`src/sv/wrst_pkg.sv`:
```
// ----------------------------------------------------------------------------
// wrst_pkg
// Shared widths, opcodes and sequencer states for the weighted select tree.
// ----------------------------------------------------------------------------
package wrst_pkg;

    // item field widths
    localparam int IDX_W      = 6;
    localparam int WGT_IN_W   = 16;
    localparam int FRAC_IN_W  = 32;
    localparam int TOTAL_W    = 22;

    // stream data widths, padded to whole bytes
    localparam int S_TDATA_W  = 56;
    localparam int S_TUSER_W  = 1;
    localparam int M_TDATA_W  = 32;
    localparam int M_TUSER_W  = 1;

    typedef enum logic
    {
        OP_SET    = 1'b0,
        OP_SELECT = 1'b1
    } op_t;

    typedef enum logic [10:0]
    {
        ST_CLEAR  = 11'b000_0000_0001,
        ST_IDLE   = 11'b000_0000_0010,
        ST_UP_RD  = 11'b000_0000_0100,
        ST_UP_SUM = 11'b000_0000_1000,
        ST_MUL    = 11'b000_0001_0000,
        ST_DN_RD  = 11'b000_0010_0000,
        ST_DN_W   = 11'b000_0100_0000,
        ST_DN_L   = 11'b000_1000_0000,
        ST_DN_R   = 11'b001_0000_0000,
        ST_DONE   = 11'b010_0000_0000,
        ST_SPARE  = 11'b100_0000_0000
    } state_t;

endpackage

```
`src/sv/weighted_random_select_tree_top.sv`:
```
// Set item: the update walk reads and sums each level from the entry to the root
// (ST_UP_RD, ST_UP_SUM). Select item: FRACTION_BITS multiply steps, then up to
// ST_DN_RD, ST_DN_W, ST_DN_L, ST_DN_R per level descended; zero total: ST_DONE.
// Items are taken only in ST_IDLE; the next item is taken while a result
// waits at the output. Reset: a clearing pass of ENTRIES cycles after rst_n
// releases zeroes both tables; no item is accepted until it is done.
// ----------------------------------------------------------------------------
// weighted_random_select_tree_top
// Weighted random entry select over a heap-ordered binary sum tree, with separate
// adders and a shared descent subtractor driven by a small sequencer.
// ----------------------------------------------------------------------------
module weighted_random_select_tree_top #(
    parameter int ENTRIES       = 64,
    parameter int WEIGHT_BITS   = 16,
    parameter int FRACTION_BITS = 32
) (
    input  logic                           clk,
    input  logic                           rst_n,
    input  logic                           s_axis_tvalid,
    output logic                           s_axis_tready,
    // entry_index[5:0], new_weight[21:6], random_fraction[53:22], zero pad
    input  logic [wrst_pkg::S_TDATA_W-1:0] s_axis_tdata,
    // opcode[0]
    input  logic [wrst_pkg::S_TUSER_W-1:0] s_axis_tuser,
    output logic                           m_axis_tvalid,
    input  logic                           m_axis_tready,
    // selected_entry[5:0], total_weight[27:6], zero pad
    output logic [wrst_pkg::M_TDATA_W-1:0] m_axis_tdata,
    // none_available[0]
    output logic [wrst_pkg::M_TUSER_W-1:0] m_axis_tuser
);
    import wrst_pkg::*;

    localparam int NODE_BITS = $clog2(ENTRIES);
    localparam int SUM_BITS  = WEIGHT_BITS + NODE_BITS;
    localparam int CNT_BITS  = $clog2(FRACTION_BITS);

    // tables
    logic [WEIGHT_BITS-1:0] wmem [ENTRIES];
    logic [SUM_BITS-1:0]    smem [ENTRIES];

    state_t                 state_reg, state_next;
    logic [NODE_BITS-1:0]   node_reg, node_next;
    logic [SUM_BITS-1:0]    pos_reg, pos_next;
    logic [FRACTION_BITS-1:0] frac_reg, frac_next;
    logic [CNT_BITS-1:0]    cnt_reg, cnt_next;
    logic [SUM_BITS-1:0]    total_reg, total_next;
    logic                   none_reg, none_next;
    logic [NODE_BITS-1:0]   clr_reg, clr_next;
    logic                   m_tvalid_reg, m_tvalid_next;
    logic [M_TDATA_W-1:0]   m_tdata_reg, m_tdata_next;
    logic [M_TUSER_W-1:0]   m_tuser_reg, m_tuser_next;

    logic [WEIGHT_BITS-1:0] w_rd_reg;
    logic [SUM_BITS-1:0]    sl_rd_reg;
    logic [SUM_BITS-1:0]    sr_rd_reg;

    logic                   accept;
    op_t                    op_in;
    logic [IDX_W-1:0]       idx_in;
    logic [WGT_IN_W-1:0]    wgt_in;
    logic [FRAC_IN_W-1:0]   frac_in;
    logic                   idx_ok;
    logic                   out_free;

    logic [NODE_BITS+1:0]   l_child, r_child;
    logic                   l_ok, r_ok;
    logic [NODE_BITS-1:0]   l_addr, r_addr;
    logic [SUM_BITS-1:0]    l_sum, r_sum, up_sum;

    logic                   wmem_we, smem_we;
    logic [NODE_BITS-1:0]   wmem_addr, smem_addr;
    logic [WEIGHT_BITS-1:0] wmem_wdata;
    logic [SUM_BITS-1:0]    smem_wdata;

    // multiply-step adder (ST_MUL); subtractor shared by ST_DN_W, ST_DN_L and ST_DN_R
    logic [SUM_BITS:0]      mul_add;
    logic [SUM_BITS-1:0]    sub_opnd;
    logic [SUM_BITS:0]      sub_res;
    logic                   sub_borrow;

    assign s_axis_tready = (state_reg == ST_IDLE);
    assign accept        = s_axis_tvalid && s_axis_tready;
    assign op_in         = op_t'(s_axis_tuser[0]);
    assign idx_in        = s_axis_tdata[IDX_W-1:0];
    assign wgt_in        = s_axis_tdata[IDX_W +: WGT_IN_W];
    assign frac_in       = s_axis_tdata[IDX_W+WGT_IN_W +: FRAC_IN_W];
    assign idx_ok        = (32'(idx_in) < ENTRIES);
    assign out_free      = !m_tvalid_reg || m_axis_tready;

    assign m_axis_tvalid = m_tvalid_reg;
    assign m_axis_tdata  = m_tdata_reg;
    assign m_axis_tuser  = m_tuser_reg;

    // children of the current node; missing ones read as zero weight
    assign l_child = {1'b0, node_reg, 1'b1};
    assign r_child = {1'b0, node_reg, 1'b0} + (NODE_BITS+2)'(2);
    assign l_ok    = (32'(l_child) < ENTRIES);
    assign r_ok    = (32'(r_child) < ENTRIES);
    assign l_addr  = l_ok ? l_child[NODE_BITS-1:0] : '0;
    assign r_addr  = r_ok ? r_child[NODE_BITS-1:0] : '0;
    assign l_sum   = l_ok ? sl_rd_reg : '0;
    assign r_sum   = r_ok ? sr_rd_reg : '0;
    assign up_sum  = SUM_BITS'(w_rd_reg) + l_sum + r_sum;

    assign mul_add = {1'b0, pos_reg} + (frac_reg[0] ? {1'b0, total_reg} : '0);

    always_comb
    begin
        case (state_reg)
            ST_DN_W: sub_opnd = SUM_BITS'(w_rd_reg);
            ST_DN_L: sub_opnd = l_sum;
            ST_DN_R: sub_opnd = r_sum;
            default: sub_opnd = '0;
        endcase
    end

    assign sub_res    = {1'b0, pos_reg} - {1'b0, sub_opnd};
    assign sub_borrow = sub_res[SUM_BITS];

    // table write ports
    always_comb
    begin
        wmem_we    = 1'b0;
        wmem_addr  = NODE_BITS'(idx_in);
        wmem_wdata = WEIGHT_BITS'(wgt_in);
        smem_we    = 1'b0;
        smem_addr  = node_reg;
        smem_wdata = up_sum;
        if (state_reg == ST_CLEAR)
        begin
            wmem_we    = 1'b1;
            wmem_addr  = clr_reg;
            wmem_wdata = '0;
            smem_we    = 1'b1;
            smem_addr  = clr_reg;
            smem_wdata = '0;
        end
        else if (accept && op_in == OP_SET && idx_ok)
        begin
            wmem_we = 1'b1;
        end
        else if (state_reg == ST_UP_SUM)
        begin
            smem_we = 1'b1;
        end
    end

    always_ff @(posedge clk)
    begin
        if (wmem_we)
        begin
            wmem[wmem_addr] <= wmem_wdata;
        end
        if (smem_we)
        begin
            smem[smem_addr] <= smem_wdata;
        end
        w_rd_reg  <= wmem[node_reg];
        sl_rd_reg <= smem[l_addr];
        sr_rd_reg <= smem[r_addr];
    end

    // sequencer
    always_comb
    begin
        state_next    = state_reg;
        node_next     = node_reg;
        pos_next      = pos_reg;
        frac_next     = frac_reg;
        cnt_next      = cnt_reg;
        total_next    = total_reg;
        none_next     = none_reg;
        clr_next      = clr_reg;
        m_tvalid_next = m_tvalid_reg;
        m_tdata_next  = m_tdata_reg;
        m_tuser_next  = m_tuser_reg;

        if (m_tvalid_reg && m_axis_tready)
        begin
            m_tvalid_next = 1'b0;
        end

        case (state_reg)
            ST_CLEAR:
            begin
                clr_next = clr_reg + 1'b1;
                if (clr_reg == NODE_BITS'(ENTRIES-1))
                begin
                    state_next = ST_IDLE;
                end
            end
            ST_IDLE:
            begin
                if (accept)
                begin
                    none_next = 1'b0;
                    node_next = '0;
                    if (op_in == OP_SET)
                    begin
                        if (idx_ok)
                        begin
                            node_next  = NODE_BITS'(idx_in);
                            state_next = ST_UP_RD;
                        end
                        else
                        begin
                            state_next = ST_DONE;
                        end
                    end
                    else if (total_reg == '0)
                    begin
                        none_next  = 1'b1;
                        state_next = ST_DONE;
                    end
                    else
                    begin
                        pos_next   = '0;
                        frac_next  = FRACTION_BITS'(frac_in);
                        cnt_next   = CNT_BITS'(FRACTION_BITS-1);
                        state_next = ST_MUL;
                    end
                end
            end
            ST_UP_RD:
            begin
                state_next = ST_UP_SUM;
            end
            ST_UP_SUM:
            begin
                if (node_reg == '0)
                begin
                    total_next = up_sum;
                    state_next = ST_DONE;
                end
                else
                begin
                    node_next  = (node_reg - 1'b1) >> 1;
                    state_next = ST_UP_RD;
                end
            end
            ST_MUL:
            begin
                // LSB-first shift-add; keeps floor(frac * total / 2^FRACTION_BITS)
                pos_next  = mul_add[SUM_BITS:1];
                frac_next = frac_reg >> 1;
                cnt_next  = cnt_reg - 1'b1;
                if (cnt_reg == '0)
                begin
                    state_next = ST_DN_RD;
                end
            end
            ST_DN_RD:
            begin
                state_next = ST_DN_W;
            end
            ST_DN_W:
            begin
                if (sub_borrow)
                begin
                    state_next = ST_DONE;
                end
                else
                begin
                    pos_next   = sub_res[SUM_BITS-1:0];
                    state_next = ST_DN_L;
                end
            end
            ST_DN_L:
            begin
                if (sub_borrow)
                begin
                    node_next  = l_addr;
                    state_next = ST_DN_RD;
                end
                else
                begin
                    pos_next   = sub_res[SUM_BITS-1:0];
                    state_next = ST_DN_R;
                end
            end
            ST_DN_R:
            begin
                if (sub_borrow)
                begin
                    node_next  = r_addr;
                    state_next = ST_DN_RD;
                end
                else
                begin
                    state_next = ST_DONE;
                end
            end
            ST_DONE:
            begin
                if (out_free)
                begin
                    m_tvalid_next = 1'b1;
                    m_tdata_next  = M_TDATA_W'({TOTAL_W'(total_reg), IDX_W'(node_reg)});
                    m_tuser_next  = M_TUSER_W'(none_reg);
                    state_next    = ST_IDLE;
                end
            end
            default:
            begin
                state_next = ST_IDLE;
            end
        endcase
    end

    always_ff @(posedge clk or negedge rst_n)
    begin
        if (!rst_n)
        begin
            state_reg    <= ST_CLEAR;
            clr_reg      <= '0;
            total_reg    <= '0;
            none_reg     <= 1'b0;
            m_tvalid_reg <= 1'b0;
        end
        else
        begin
            state_reg    <= state_next;
            clr_reg      <= clr_next;
            total_reg    <= total_next;
            none_reg     <= none_next;
            m_tvalid_reg <= m_tvalid_next;
        end
    end

    always_ff @(posedge clk)
    begin
        node_reg    <= node_next;
        pos_reg     <= pos_next;
        frac_reg    <= frac_next;
        cnt_reg     <= cnt_next;
        m_tdata_reg <= m_tdata_next;
        m_tuser_reg <= m_tuser_next;
    end

    // position never reaches the total while scaling or descending
    a_pos_in_range: assert property (@(posedge clk) disable iff (!rst_n)
        (state_reg == ST_MUL || state_reg == ST_DN_W || state_reg == ST_DN_L ||
         state_reg == ST_DN_R) |-> (pos_reg < total_reg))
        else $error("descent position out of range");

    // the update walk always moves toward the root
    a_up_toward_root: assert property (@(posedge clk) disable iff (!rst_n)
        (state_reg == ST_UP_SUM && node_reg != '0) |=> (node_reg < $past(node_reg)))
        else $error("update walk did not move toward root");

    // select on an empty tree finishes at once and flags none
    a_empty_select: assert property (@(posedge clk) disable iff (!rst_n)
        (accept && op_in == OP_SELECT && total_reg == '0)
        |=> (state_reg == ST_DONE && none_reg && node_reg == '0))
        else $error("empty select not flagged");

    // total is stable for the whole of a select
    a_total_stable: assert property (@(posedge clk) disable iff (!rst_n)
        (state_reg == ST_MUL || state_reg == ST_DN_RD || state_reg == ST_DN_W ||
         state_reg == ST_DN_L || state_reg == ST_DN_R) |=> $stable(total_reg))
        else $error("total changed during select");

endmodule
```
`config.mk`:
```
export PLATFORM = sky130hd
export DESIGN_NAME = weighted_random_select_tree_top
export DESIGN_NICKNAME = d
export VERILOG_FILES = /design/src/sv/wrst_pkg.sv /design/src/sv/weighted_random_select_tree_top.sv
export SDC_FILE = /design/constraint.sdc
export NUM_CORES = 2
export LEC_CHECK = 0
export ABC_AREA = 1
export BUFFER_PORTS_ARGS = -buffer_cell sky130_fd_sc_hd__buf_2
export CORE_ASPECT_RATIO = 1.75
export CORE_UTILIZATION = 35
export DETAILED_ROUTE_END_ITERATION = 8
export PLACE_DENSITY = 0.56
export SLEW_MARGIN = 40
export SYNTH_ARGS = -nofsm -noshare
export SYNTH_HDL_FRONTEND = slang
export SYNTH_SLANG_ARGS = --single-unit
```
`constraint.sdc`:
```
create_clock -name clk -period 5.3 [get_ports clk]
set_input_delay 0.795 -clock clk [delete_from_list [all_inputs] [get_ports clk]]
set_output_delay 0.795 -clock clk [all_outputs]
set_load 0.03 [all_outputs]
```
# After elaboration in Yosys (flattened, before gate mapping)
# Memories as Yosys holds them, arrays and structs flattened. A register that Yosys moved wholly into a read port is not among the register bits.
# Index checks and enable logic that the tools add are counted.
[classes]
n_reduce_logical = 19
muxes = 54
n_eq_ne = 21
add_sub_neg = 8
n_bitwise = 1
magnitude_cmp = 2
[ops]
columns = ["cell", "count"]
rows = [
  ["two-way mux 22 bit", 8],
  ["one-hot mux 22 bit (3 select lines)", 2],
  ["one-hot mux 11 bit (10 select lines)", 1],
  ["two-way mux 32 bit", 3],
  ["one-hot mux 32 bit (2 select lines)", 1],
  ["two-way mux 6 bit", 9],
  ["two-way mux 10 bit", 5],
  ["two-way mux 11 bit", 4],
  ["one-hot mux 6 bit (4 select lines)", 1],
  ["adder 22 x 22 -> 23 bit", 1],
  ["subtractor 22 x 22 -> 23 bit", 1],
  ["adder 16 x 22 -> 22 bit", 1],
  ["adder 22 bit", 1],
  ["zero test 22 bit", 1],
  ["two-way mux 16 bit", 1],
  ["two-way mux 5 bit", 3],
  ["two-way mux 1 bit", 14],
  ["!= test 2 bit (second input constant)", 7],
  ["== test 11 x 1 -> 1 bit (second input constant)", 1],
  ["== test 11 x 10 -> 1 bit (second input constant)", 1],
  ["== test 11 x 2 -> 1 bit (second input constant)", 1],
  ["== test 11 x 3 -> 1 bit (second input constant)", 1],
  ["== test 11 x 4 -> 1 bit (second input constant)", 1],
  ["== test 11 x 5 -> 1 bit (second input constant)", 1],
  ["27 further kinds", 35],
]
[totals]
word_cells = 118
inputBits = 61
register_bits = 135
memories = 2
ram_bits = 2432
[memory_table]
columns = ["memory", "words", "width", "rd", "rd_clocked_by_memory_dff", "wr", "line_no", "rtl"]
rows = [
  ["smem", 64, 22, 2, 2, 1, "weighted_random_select_tree_top.sv:40", "logic [SUM_BITS-1:0] smem [ENTRIES];"],
  ["wmem", 64, 16, 1, 1, 1, "weighted_random_select_tree_top.sv:39", "logic [WEIGHT_BITS-1:0] wmem [ENTRIES];"],
]

# Logic depth before layout (Yosys ltp)
[depth]
ltp_word = 7
depth_mapped = 26
depth_no_buf = 24

# Worst setup path before layout
# OpenSTA, ideal clock, no wires.
[synth_path]
path_type = "reg-to-reg"
from = "register node_reg[0]"
to = "memory smem[0][13] (netlist name) (data pin)"
arrival_ns = 5.226
path_stages_with_launch = 25
synth_period_minus_slack_ns = 5.727
path_buffers = 3
path_slack_ns = -0.427
setup_ns = 0.502
path_cell_list = "edfxtp_1 > ha_1 > nand3_1 > nand2_1 > nand2_1 > nand2_1 > inv_1 > buf_2 > buf_2 > buf_2 > nand2_1 > fa_1 > inv_1 > ha_1 > inv_1 > fa_1 > inv_1 > nand3_1 > nand2_1 > a21oi_1 > o21ai_0 > nand2_1 > nand3_1 > nand2_1 > nor2_1"
[synth_via]
elab_chain_len = 5
[synth_lines]
columns = ["element", "line_no", "rtl"]
rows = [
  ["start, declared", "weighted_random_select_tree_top.sv:43", "logic [NODE_BITS-1:0] node_reg, node_next;"],
  ["start signal, assigned", "weighted_random_select_tree_top.sv:333", "node_reg <= node_next;"],
  ["less-than comparator 7 bit or adder 7 x 2 -> 8 bit (tied branches)", "weighted_random_select_tree_top.sv:98, weighted_random_select_tree_top.sv:97", ""],
  ["two-way mux 22 bit or less-than comparator 8 x 7 -> 1 bit (tied branches)", "weighted_random_select_tree_top.sv:102, weighted_random_select_tree_top.sv:99", ""],
  ["adder 16 x 22 -> 22 bit or two-way mux 22 bit (tied branches)", "weighted_random_select_tree_top.sv:104, weighted_random_select_tree_top.sv:103", ""],
  ["adder 22 bit (*)", "weighted_random_select_tree_top.sv:104", "assign up_sum = SUM_BITS'(w_rd_reg) + l_sum + r_sum;"],
  ["two-way mux 22 bit (*)", "weighted_random_select_tree_top.sv:130", "if (state_reg == ST_CLEAR)"],
  ["via smem_wdata[13]", "weighted_random_select_tree_top.sv:74", "logic [SUM_BITS-1:0] smem_wdata;"],
  ["end, declared", "weighted_random_select_tree_top.sv:40", ""],
]
# The timed path passes the listed nets; every way through them passes the cells marked *.

# Worst setup path after layout
[layout_path]
from = "register node_reg[0]"
to = "memory smem[8][21] (netlist name) (data pin)"
# The elaborated chain is that of the path after synthesis.

==> out/results.md <==
| Step | Result | Reported |
| --- | --- | --- |
| run status | Run status | complete, no violations |
| cts | Root buf cell | sky130_fd_sc_hd__clkbuf_16 |
| cts | Number of buffers added for setup after CTS | 0 |
| yosys | Number of enable flip-flop cells after synthesis | 2526 |
| sta | # setup viols final | 0 |
| yosys | Area fraction of the dominant cell type after synthesis | 68.0% |
| grt | Maximum number of pins on one net before global-route repair | 169 |
| yosys | Main area contributors after synthesis | sky130_fd_sc_hd__edfxtp_1, sky130_fd_sc_hd__nand2_1, sky130_fd_sc_hd__nand3_1 |
| placed design | RePlAce Congestion | 0.950 |
| route | # DRC | 0 |
| cts | Register clock-pin slew on the reported worst setup and hold paths | 0.07 ns |
| worst setup path | Data arrival, critical path | 5.56 ns |
| worst setup path | Worst reg2reg path depth | 22 |
| yosys | Most frequently used cell type in the post-synthesis netlist | sky130_fd_sc_hd__edfxtp_1 |
| die | I/O pin total | 96 |
| yosys | Async SR Flop Fraction | 1.52% |
| route | Mean number of vias per cell | 5.47 |
| route | Final wirelength | 389 mm |
| cts | Num CTS Buffers | 231 |
| die | Core outline area | 317000 µm² |
| layout | Nets | 10.2k |
| die | Die width | 429 µm |
| sta | Post-route setup TNS | 0 ns |
| worst setup path | Reg-to-reg slack, setup | 0.43 ns |
| grt | Number of antenna violations at the first check in global routing | 20 |
| yosys | Synth cell types | 54 |
| yosys | Number of flip-flops and latches in the synthesized netlist | 2626 |
| grt | Overflow left after global routing | 0 |
| yosys | Sequential share of the synthesized area | 70.0% |
| cts | H-Tree Level Count | 4 |
| sta | Max Clock Skew | 0.0749 ns |
| yosys | Primary FF master, synth | sky130_fd_sc_hd__edfxtp_1 |
| sta | RSZ-0062 raised after global routing | no |
| layout | Proportion of layout cells with a drive suffix above 1 | 10.2% |
| cts | TritonCTS clock tree | built |
| grt | Aggregate global-route resource usage | 23.6% |
| placed design | Post-DP HPWL | 249 mm |
| layout | Number of flip-flops under the largest register name | 1408 |
| route | Total iterations of the first detailed-routing run | 6 |
| worst hold path | Min-delay worst type | in2async |
| cts | Number of sinks driven by the clock tree | 2626 |
| route | DRT iter0 DRCs | 8337 |
| die | Starting utilization of the core area | 35.2% |
| run | Number of max-capacitance violations reported | 0 |
| grt | Via count of the first global-routing pass | 76.3k |
| cts | Number of hold buffers added after CTS | 0 |
| sta | Tightest Pin Transition | 0.939 ns |
| worst setup path | Critical path peak fanout | 27 |
| cts | Post-cts gate resize count | 0 |
| sta | Timing-limited maximum frequency | 205 MHz |
| worst setup path | Startpoint kind of the worst setup timing path | flip-flop |
| yosys | Synth cell count leaders | sky130_fd_sc_hd__edfxtp_1, sky130_fd_sc_hd__nand2_1, sky130_fd_sc_hd__nand3_1, sky130_fd_sc_hd__nor2_1, sky130_fd_sc_hd__o21ai_0 |
| route | ANT nets after route | 0 |
| sta | Slew Limit Headroom | 37.2% |
| worst setup path | Required time of the critical path | 5.99 ns |
| worst setup path | Setup CP Type | reg2reg |
| yosys | Avg Synthesized Cell Area | 11.3 µm² |
| die | Die Y-Extent | 749 µm |
| cts | Skew-Pair Late Insertion Delay | 0.92 ns |
| yosys | Synth Cell Area | 112000 µm² |
| sta | Number of max-slew violations in the final report | 0 |
| yosys | Yosys warning total | 0 |
| yosys | Synth Instances | 9888 |
| sta | Number of failing hold endpoints at the final stage | 0 |
| die | Number of rows in the core area | 273 |
| sta | Final period demand of the worst path | 4.87 ns |
| yosys | Biggest area consumer among synthesized cells | sky130_fd_sc_hd__edfxtp_1 |
| route | Routed vias | 78.3k |
| cts | Maximum buffer depth of the clock tree | 4 |
| layout | Syn-to-layout area delta | 13.8% |
| die | Die area | 321000 µm² |
| grt | First-pass GRT wire length | 548 mm |
| worst setup path | Element type at the critical path end | flip-flop |
| sta | Final critical-path share of the clock period | 91.9% |
| placed design | Port Buffer Count | 89 |
| route | Routed length per instance | 27.2 µm |
[kinds of logic after synthesis]
family / after synthesis / share of synthesized area, %
compound gates: 1197 / 6.27
xor+xnor: 22 / 0.173
fa+ha+maj: 96 / 1.20
buf+inv: 936 / 3.44
flops: 2626 / 70.0
other cells: 1 / 0.00336
simple gates: 5010 / 19.0
[cell usage in the layout (no fill, tap or decap), drive strengths merged, types with 2 or more instances in the layout]
master | synthesis | final
a22oi | 180 | 180
inv | 335 | 344
ha | 77 | 77
nand2 | 2525 | 2525
o21a | 5 | 5
bufinv | 0 | 29
buf | 272 | 493
xor2 | 12 | 12
nand3 | 1241 | 1241
o22ai | 125 | 125
a21boi | 5 | 5
and2 | 5 | 5
diode | 0 | 4
o211ai | 95 | 95
conb | 1 | 4
dfxtp | 60 | 60
clkbuf | 327 | 283
xnor2 | 10 | 10
clkinvlp | 0 | 12
fa | 19 | 19
clkinv | 2 | 87
a21oi | 118 | 118
nand4 | 173 | 173
nor4 | 2 | 2
a221oi | 4 | 4
a31oi | 11 | 11
nand3b | 9 | 9
o221ai | 2 | 2
and3 | 2 | 2
edfxtp | 2526 | 2526
or2 | 44 | 44
nor2 | 972 | 972
o21ai | 629 | 629
o21bai | 17 | 17
dfrtp | 39 | 39
nor3 | 37 | 37
a21o | 3 | 3
[critical path: stages (launching register included)]
cell,delay (ns)
sky130_fd_sc_hd__edfxtp_1,0.44
sky130_fd_sc_hd__ha_1,0.26
sky130_fd_sc_hd__nand3_1,0.12
sky130_fd_sc_hd__nand2_1,0.09
sky130_fd_sc_hd__nand2_4,0.09
sky130_fd_sc_hd__nand2_1,0.07
sky130_fd_sc_hd__inv_2,0.17
sky130_fd_sc_hd__buf_12,0.17
sky130_fd_sc_hd__nand2_1,0.07
sky130_fd_sc_hd__fa_1,0.51
sky130_fd_sc_hd__inv_1,0.05
sky130_fd_sc_hd__ha_1,0.35
sky130_fd_sc_hd__nand2_1,0.11
sky130_fd_sc_hd__inv_1,0.08
sky130_fd_sc_hd__nand2_1,0.07
sky130_fd_sc_hd__nor3_1,0.46
sky130_fd_sc_hd__nand3_1,0.18
sky130_fd_sc_hd__buf_4,0.17
sky130_fd_sc_hd__nand4_1,0.11
sky130_fd_sc_hd__nand2_1,0.10
sky130_fd_sc_hd__nor2_4,0.38
sky130_fd_sc_hd__buf_12,0.24
sky130_fd_sc_hd__buf_4,0.31
[cell type report]
type	instances	area, µm²
diodes	4	10.0
clock buffers	283	6150
clock inverters	135	1450
fillers	29800	190000
inverters	337	1290
multi-input cells	6329	30300
flip-flops and latches	2626	78100
well taps	4125	5160
repair buffers	493	4580
[per-stage QoR]
step | hold slack, ns | setup WS, ns | util (%) | cell area, µm² | instances
floorplan | 0.421 | 0.0870 | - | 112000 | 9891
global placement | 0.492 | 0.0791 | 37.5 | 119000 | 13900
detailed placement | 0.494 | 0.538 | 37.6 | 119000 | 13900
CTS | 0.00788 | 0.500 | 40.0 | 127000 | 14300
global route | 0.0494 | 0.136 | 40.1 | 127000 | 14300
finish | 0.0208 | 0.430 | 40.1 | 127000 | 14300
[worst paths after layout]
kind                                     from       endpoint
worst max-delay path              node_reg[0]    smem[8][21]
worst min-delay path                    rst_n  m_axis_tvalid
worst max register to register    node_reg[0]    smem[8][21]
worst min register to register   frac_reg[18]   frac_reg[17]
max in group asynchronous               rst_n   state_reg[1]
min in group clk                m_axis_tready  m_axis_tvalid
[layer usage]
layer  share of wire (%)  wire, µm  global-route usage, %  up-vias
met3                 5.7     22000                   2.70      974
met5              0.0092        36                      0        -
met2                  50    193000                   41.0     3290
li1                    -         -                      -    35200
met1                  36    139000                   26.2    38900
met4                 9.2     35800                   18.7        6
Power is not shown: default switching activity piles up to over one toggle a cycle in this logic, so the estimate is an artifact.
